==> src/sv/cbcs_pkg.sv <==
// ----------------------------------------------------------------------------
// cbcs_pkg
// Shared widths and register codes for the brightness, contrast and
// saturation colour filter.
// ----------------------------------------------------------------------------
package cbcs_pkg;

	// width of the signed value fed to a renormaliser, enough for any
	// intermediate result up to sixteen fraction bits
	localparam int RENORM_W = 19;

	// configuration register width and index width
	localparam int GAIN_W    = 16;
	localparam int CFG_IDX_W = 2;

	// output component width
	localparam int OUT_W = 13;

	// configuration register indexes
	typedef enum logic [CFG_IDX_W-1:0] {
		CFG_BRIGHTNESS = 2'd0,
		CFG_SATURATION = 2'd1,
		CFG_CONTRAST   = 2'd2
	} cfg_reg_t;

endpackage

==> src/sv/cbcs_renorm.sv <==
// ----------------------------------------------------------------------------
// cbcs_renorm
// Pipelined pixel renormaliser: clamps negative components to zero and, when
// the largest component exceeds one, divides all three by it, one quotient
// bit per stage.
// ----------------------------------------------------------------------------
module cbcs_renorm
	import cbcs_pkg::*;
#(
	parameter int FRACTION_BITS = 12
) (
	input  logic                       clk,
	input  logic                       arst_n,
	input  logic                       in_valid,
	output logic                       in_ready,
	input  logic signed [RENORM_W-1:0] in_c [3],
	output logic                       out_valid,
	input  logic                       out_ready,
	output logic [FRACTION_BITS:0]     out_c [3]
);

	localparam int CW = FRACTION_BITS + 1;
	localparam int NS = FRACTION_BITS + 2;
	localparam int MW = RENORM_W - 1;
	localparam logic [MW-1:0] ONE_M = MW'(1) << FRACTION_BITS;

	logic [MW-1:0] cl [3];
	logic [MW-1:0] mx;
	logic          big;

	logic          v_s   [NS];
	logic          rdy   [NS+1];
	logic [MW-1:0] rem_s [NS][3];
	logic [CW-1:0] quo_s [NS][3];
	logic [MW-1:0] div_s [NS];
	logic          big_s [NS];

	// clamp negatives and find the largest component
	always_comb begin
		for (int i = 0; i < 3; i++) begin
			cl[i] = in_c[i][RENORM_W-1] ? '0 : in_c[i][MW-1:0];
		end
		mx = cl[0];
		if (cl[1] > mx) mx = cl[1];
		if (cl[2] > mx) mx = cl[2];
		big = (mx > ONE_M);
	end

	// stall chain, a stage loads when it is empty or its successor moves
	assign rdy[NS] = out_ready;
	for (genvar k = 0; k < NS; k++) begin : g_rdy
		assign rdy[k] = !v_s[k] || rdy[k+1];
	end
	assign in_ready = rdy[0];

	// clamp stage
	always_ff @(posedge clk or negedge arst_n) begin
		if (!arst_n) begin
			v_s[0] <= 1'b0;
		end else if (rdy[0]) begin
			v_s[0] <= in_valid;
		end
	end

	always_ff @(posedge clk) begin
		if (rdy[0]) begin
			div_s[0] <= mx;
			big_s[0] <= big;
			for (int i = 0; i < 3; i++) begin
				rem_s[0][i] <= cl[i];
				// below one the clamped value already is the result
				quo_s[0][i] <= big ? '0 : cl[i][CW-1:0];
			end
		end
	end

	// restoring division, quotient bit FRACTION_BITS-k+1 at stage k
	for (genvar k = 1; k < NS; k++) begin : g_step
		logic [MW:0] trial [3];
		logic [MW:0] diff  [3];
		logic        ge    [3];

		always_comb begin
			for (int i = 0; i < 3; i++) begin
				if (k == 1) begin
					trial[i] = {1'b0, rem_s[k-1][i]};
				end else begin
					trial[i] = {rem_s[k-1][i], 1'b0};
				end
				diff[i] = trial[i] - {1'b0, div_s[k-1]};
				ge[i]   = (trial[i] >= {1'b0, div_s[k-1]});
			end
		end

		always_ff @(posedge clk or negedge arst_n) begin
			if (!arst_n) begin
				v_s[k] <= 1'b0;
			end else if (rdy[k]) begin
				v_s[k] <= v_s[k-1];
			end
		end

		always_ff @(posedge clk) begin
			if (rdy[k]) begin
				div_s[k] <= div_s[k-1];
				big_s[k] <= big_s[k-1];
				for (int i = 0; i < 3; i++) begin
					rem_s[k][i] <= ge[i] ? diff[i][MW-1:0] : trial[i][MW-1:0];
					quo_s[k][i] <= big_s[k-1] ? {quo_s[k-1][i][CW-2:0], ge[i]}
						: quo_s[k-1][i];
				end
			end
		end
	end

	assign out_valid = v_s[NS-1];
	always_comb begin
		for (int i = 0; i < 3; i++) begin
			out_c[i] = quo_s[NS-1][i];
		end
	end

endmodule

==> config.mk <==
export PLATFORM = sky130hd
export DESIGN_NAME = cbcs_renorm
export DESIGN_NICKNAME = d
export VERILOG_FILES = /design/src/sv/cbcs_pkg.sv /design/src/sv/cbcs_renorm.sv
export SDC_FILE = /design/constraint.sdc
export NUM_CORES = 2
export LEC_CHECK = 0
export ABC_AREA = 1
export BUFFER_PORTS_ARGS = -buffer_cell sky130_fd_sc_hd__buf_2
export CORE_MARGIN = 2
export CORE_UTILIZATION = 30
export DETAILED_ROUTE_END_ITERATION = 16
export HOLD_SLACK_MARGIN = 0.02
export MAX_ROUTING_LAYER = met4
export PLACE_DENSITY = 0.49
export RECOVER_POWER = 50
export SKIP_LAST_GASP = 1
export SYNTH_ARGS = -nofsm -noshare
export SYNTH_HDL_FRONTEND = slang
export SYNTH_SLANG_ARGS = --single-unit
==> constraint.sdc <==
create_clock -name clk -period 26.8 [get_ports clk]
set_input_delay 4.02 -clock clk [delete_from_list [all_inputs] [get_ports clk]]
set_output_delay 4.02 -clock clk [all_outputs]
set_load 0.05 [all_outputs]
# ---- Word level (Yosys, flattened, before mapping)
# Memories as Yosys holds them, arrays and structs flattened.
# Cells that the tools add are included.
dict set report word_totals {
  reg_bits 14
  mem_bits_rw 1568
  output_inout_bits 41
  elab_cells 241
  mem_count 4
}
# memory words width rd rd_clocked_by_memory_dff wr line_no
set memory_table {}
lappend memory_table {rem_s 14 54 13 0 14 cbcs_renorm.sv:33} ;# logic [MW-1:0] rem_s [NS][3];
lappend memory_table {quo_s 14 39 14 0 14 cbcs_renorm.sv:34} ;# logic [CW-1:0] quo_s [NS][3];
lappend memory_table {div_s 14 18 13 0 14 cbcs_renorm.sv:35} ;# logic [MW-1:0] div_s [NS];
lappend memory_table {big_s 14 1 13 0 14 cbcs_renorm.sv:36} ;# logic big_s [NS];
dict set report op_classes {
  addsub 39
  magnitude_cmp 42
  n_mux 114
  reduce_logical 28
}
# op count
set op_table {}
lappend op_table {{$mux W18} 44}
lappend op_table {{$sub A18 B18 Y18} 39}
lappend op_table {{$ge A19 B18 Y1} 36}
lappend op_table {{$mux W13} 42}
lappend op_table {{$ge A18 B18 Y1} 3}
lappend op_table {{$gt A18 B18 Y1} 2}
lappend op_table {{$mux W1} 28}
lappend op_table {{$gt A18 B13 Y1 const B} 1}
lappend op_table {{$logic_not A1 Y1} 14}
lappend op_table {{$logic_or A1 B1 Y1} 14}

# ---- Depth between registers and ports, before layout
dict set report depth {
  word_depth 17
  mapped_depth 36
}

# ---- Worst setup path before layout
# Ideal clock, no wire load.
dict set report synth_timing {
  path_kind {in2out}
  from {input port out_ready}
  to {output port in_ready}
  t_arrival_ns 22.843
  setup_slack_ns -0.063
  cell_stages 18
  path_buffers 0
  cell_sequence {nor2_1 inv_2 nor2_1 inv_1 nor2_1 inv_1 nor2_1 inv_2 nor2_2 nand2_2 nor2_2 nand2_1 nor2_2 nand2_1 nor2_1 nand2_1 nor2_2 nand2_1}
}
# item line_no
set synth_rtl {}
lappend synth_rtl {{start, declared} cbcs_renorm.sv:18} ;# input logic out_ready,
lappend synth_rtl {{end, declared} cbcs_renorm.sv:15} ;# output logic in_ready,

==> summary by stage <==
CTS
In this run the post-CTS setup repair buffer count came out at 0. After clock tree synthesis, the flow added hold-fix buffers numbering 0. TritonCTS built the clock tree. The clock reaches the later pin of the worst-skew pair after 0.84 ns. The number of clock sinks is 1509. The clock-pin slew reported for the worst setup and hold paths after clock tree synthesis is 0.06 ns.

Clock tree synthesis selected as its root buffer the cell sky130_fd_sc_hd__clkbuf_16. The post-cts resize count is 0. In this run the deepest clock path goes through 4 buffers. The maximum level of the CTS H-tree is 4. The number of clock buffers inserted by TritonCTS is 180.

Global routing
The via count of the first global-routing pass is roughly 66000. The number of antenna violations at the first check in global routing is 6. The first global-routing pass estimated 407000 um of wire. The overall routing resource usage is 17.7%. The maximum number of pins on one net before global-route repair is 81. For this run the aggregate overflow at the end of global routing stands at 0.

Layout
The relative area change from synthesis to final layout is 11.3%. Registers take 45200 um^2. The number of fill cells in the layout is 30559. The final layout contains 10491 nets.

The multi-input combinational cells in the finished layout cover a total of 41100 um^2. The share of post-route cells with drive strength above 1 is 4.88%.

Routing
The initial detailed-routing violation count is 4751. The first detailed-routing pass took 6 iterations. In this run the remaining antenna-violating nets after routing total 0. Wires add up to ~270000 um. The via count normalized by instance count is 4.93.

The detailed router placed ~68000 vias in this run. For this run, design rule violations remaining after detail routing come to 0. The wire length per cell is 19.7 um.

Timing
The count of pins over their slew limit came to 1121. The relative slew slack is -143%. Setup repair after global routing left no endpoint under its margin. The slew at the pin closest to its max-slew limit is between 3 and 4 ns.

The clock period minus final worst setup slack is around 17 ns. The highest clock frequency the design can meet is 59.8 MHz. The worst path uses ~62% of the clock period. The setup-violating endpoint count in the final report is 0. The final hold violation count was 0. The final sum of negative setup slack is 0 ns. The final setup skew is 0.0720 ns.

Die
The die span in y is 554 um. The floorplan has roughly 200 rows. The total area inside the core boundary comes to 301000 um^2. The floorplan step defined a die boundary enclosing 307000 um^2. In this run the count of I/O pins placed on the die edge is 102.

The floorplan step set the die width to 554 um. The starting density of the core is 30.2%.

Synthesis
After synthesis the cells add up to 90800 um^2. After synthesis, the netlist uses 54 different library cells. The primary flip-flop cell chosen by synthesis mapping is sky130_fd_sc_hd__edfxtp_1. The average size of a mapped cell is 9.48 um^2. For this run, the number of Yosys warnings is 0. In this run, synthesis inferred 1495 flip-flops with an integrated enable. The synthesized netlist net count is about 10000. Synthesis handed over a netlist of 9579 instances. The total of flip-flops plus latches after synthesis is 1509. The part of the Yosys area used for sequential elements is 49.8%. The post-synthesis async set-or-reset flop share is 0.928%.

Worst hold path
The startpoint identified for the worst hold timing path is div_s[3][15]. The cell depth of the worst min-delay path is 0. The tightest min-delay check is of the flop to flop type. For hold timing, the worst endpoint is div_s[3][33].

Setup path
Data arrives at the worst endpoint at 12.71 ns. The required time at the worst-slack endpoint is 22.78 ns. The type of the worst setup path is primary input to output port. The slack of the worst reg-to-reg path is 17.17 ns. The source of the worst register-to-register timing path is out_valid.

The maximum fanout encountered on the critical timing path is 64. STA classifies the critical path endpoint as an output port. The reg-to-reg critical path endpoint is rem_s[0][32]. The worst register-to-register path has a depth of 20. The kind of start point of the critical path is a primary input.

Placed design
The count of input and output buffers is 101. The last weighted congestion value of the routability-driven placer is between 0.9 and 1. The HPWL reported at the end of detailed placement is 220000 um.

Status
The final reports fail on max-capacitance violations, max-slew violations. The run finished, with violations left.

Flow run
Max-cap violations in this run came to 18.
-- state kept, by name, indices dropped and copies added (netlist names) --
signal	cells
quo_s	546
rem_s	702
v_s	13
div_s	234
big_s	13
out_valid	1
-- stage by stage --
step / utilization [%] / cells / cell area (um^2) / worst slack (ns) / hold WS, ns
2_1_floorplan: - / 9579 / 90800 / 1.03 / 0.423
3_3_place_gp: 31.8 / 13436 / 95700 / 12.04 / 0.433
3_5_place_dp: 31.8 / 13436 / 95700 / 12.06 / 0.434
4_1_cts: 33.7 / 13754 / 101000 / 12.05 / 0.442
5_1_grt: 33.6 / 13757 / 101000 / 8.88 / 0.447
6_report: 33.6 / 13758 / 101000 / 10.07 / 0.439
-- metal layers --
| metal | GRT usage (%) | share of wire [%] | up-vias |
|---|---|---|---|
| met1 | 22.3 | 44 | 32145 |
| met4 | 3.80 | 2.2 | 0 |
| li1 | - | - | 33966 |
| met2 | 30.6 | 50 | 1384 |
| met3 | 1.89 | 3.7 | 337 |
| met5 | - | 0 | - |
-- cells by family (layout without fill, tap and decap cells) --
| family | Yosys count | after routing | share of synthesized area [%] |
|---|---|---|---|
| AO/OA/AOI/OAI | 2401 | 2401 | 14.4 |
| AND/OR/NAND/NOR | 3161 | 3161 | 14.4 |
| XOR/XNOR | 526 | 526 | 5.07 |
| other | 0 | 4 | 0 |
| flip-flops | 1509 | 1509 | 49.8 |
| adder cells (fa/ha/maj) | 770 | 770 | 10.9 |
| multiplexers | 39 | 39 | 0.484 |
| buffers and inverters | 1173 | 1390 | 4.90 |
-- area by class of cell --
class                           instances  area share [%]
Tap cell                             3958            4.90
Sequential cell                      1509            44.8
Multi-Input combinational cell       6897            40.7
Inverter                              934            3.49
Clock buffer                          213            4.60
Timing Repair Buffer                  138           0.688
Clock inverter                        105           0.847
Antenna cell                            4         0.00991
-- worst max path at each step --
stage	start	to	slack [ns]	depth (start not counted)
final	out_ready	in_ready	10.07	20
after global placement	out_ready	in_ready	12.04	20
after global routing	out_ready	in_ready	8.88	20
after detailed placement	out_ready	in_ready	12.06	20
after CTS	out_ready	in_ready	12.05	20
after floorplan	out_ready	in_ready	1.03	18
-- cells in the mapped netlist, drive strengths merged (6+ instances only) --
cell type | n | area [um^2]
nor4 | 44 | 275
a21o | 82 | 616
fa | 36 | 721
or3 | 9 | 56.3
nand3 | 324 | 1620
or2 | 21 | 134
dfrtp | 14 | 350
a21oi | 944 | 4730
a21boi | 27 | 203
o31ai | 12 | 90.1
xor2 | 225 | 1970
a31oi | 122 | 763
clkbuf | 220 | 826
mux2 | 39 | 439
xnor2 | 301 | 2640
inv | 931 | 3490
nor3b | 6 | 45.0
and2 | 15 | 93.8
nor4b | 10 | 87.6
o2111ai | 6 | 52.6
o221ai | 8 | 70.1
o21ai | 1037 | 5210
o211ai | 62 | 465
nand4 | 110 | 688
ha | 734 | 9180
edfxtp | 1495 | 44900
buf | 19 | 120
nor3 | 42 | 210
o21bai | 22 | 165
a221oi | 55 | 482
nor2 | 817 | 3230
nand2 | 1758 | 6620
-- cells in the final DEF (no fill, tap or decap), types with 82 or more instances in the layout --
| cell | Yosys | layout |
|---|---|---|
| sky130_fd_sc_hd__nand4_1 | 110 | 110 |
| sky130_fd_sc_hd__nand2_1 | 1753 | 1749 |
| sky130_fd_sc_hd__o21ai_0 | 1026 | 1026 |
| sky130_fd_sc_hd__xnor2_1 | 301 | 301 |
| sky130_fd_sc_hd__clkbuf_16 | 0 | 180 |
| sky130_fd_sc_hd__a31oi_1 | 122 | 122 |
| sky130_fd_sc_hd__edfxtp_1 | 1495 | 1495 |
| sky130_fd_sc_hd__nand3_1 | 324 | 324 |
| sky130_fd_sc_hd__inv_1 | 925 | 921 |
| sky130_fd_sc_hd__a21o_1 | 82 | 82 |
| sky130_fd_sc_hd__a21oi_1 | 943 | 943 |
| sky130_fd_sc_hd__ha_1 | 734 | 734 |
| sky130_fd_sc_hd__xor2_1 | 225 | 225 |
| sky130_fd_sc_hd__buf_2 | 3 | 97 |
| sky130_fd_sc_hd__nor2_1 | 773 | 774 |
-- worst max-delay path: stages --
cell and delay, ns:
sky130_fd_sc_hd__buf_2 0.10, sky130_fd_sc_hd__nor2_1 0.09, sky130_fd_sc_hd__inv_1 0.68, sky130_fd_sc_hd__nor2_1 0.36, sky130_fd_sc_hd__clkinvlp_2 1.57, sky130_fd_sc_hd__nor2_1 0.71
sky130_fd_sc_hd__inv_4 0.33, sky130_fd_sc_hd__nor2_1 0.25, sky130_fd_sc_hd__inv_4 0.25, sky130_fd_sc_hd__nor2_2 0.30, sky130_fd_sc_hd__nand2_4 0.39, sky130_fd_sc_hd__nor2_2 0.38
sky130_fd_sc_hd__nand2_4 0.38, sky130_fd_sc_hd__nor2_2 0.36, sky130_fd_sc_hd__nand2_4 0.33, sky130_fd_sc_hd__nor2_1 0.44, sky130_fd_sc_hd__nand2_4 0.54, sky130_fd_sc_hd__nor2_2 0.44
sky130_fd_sc_hd__nand2_4 0.35, sky130_fd_sc_hd__buf_2 0.34
Power is left out: the tool's default activity adds up to more than one toggle a clock period on the data nets, which glitch-free logic cannot reach.
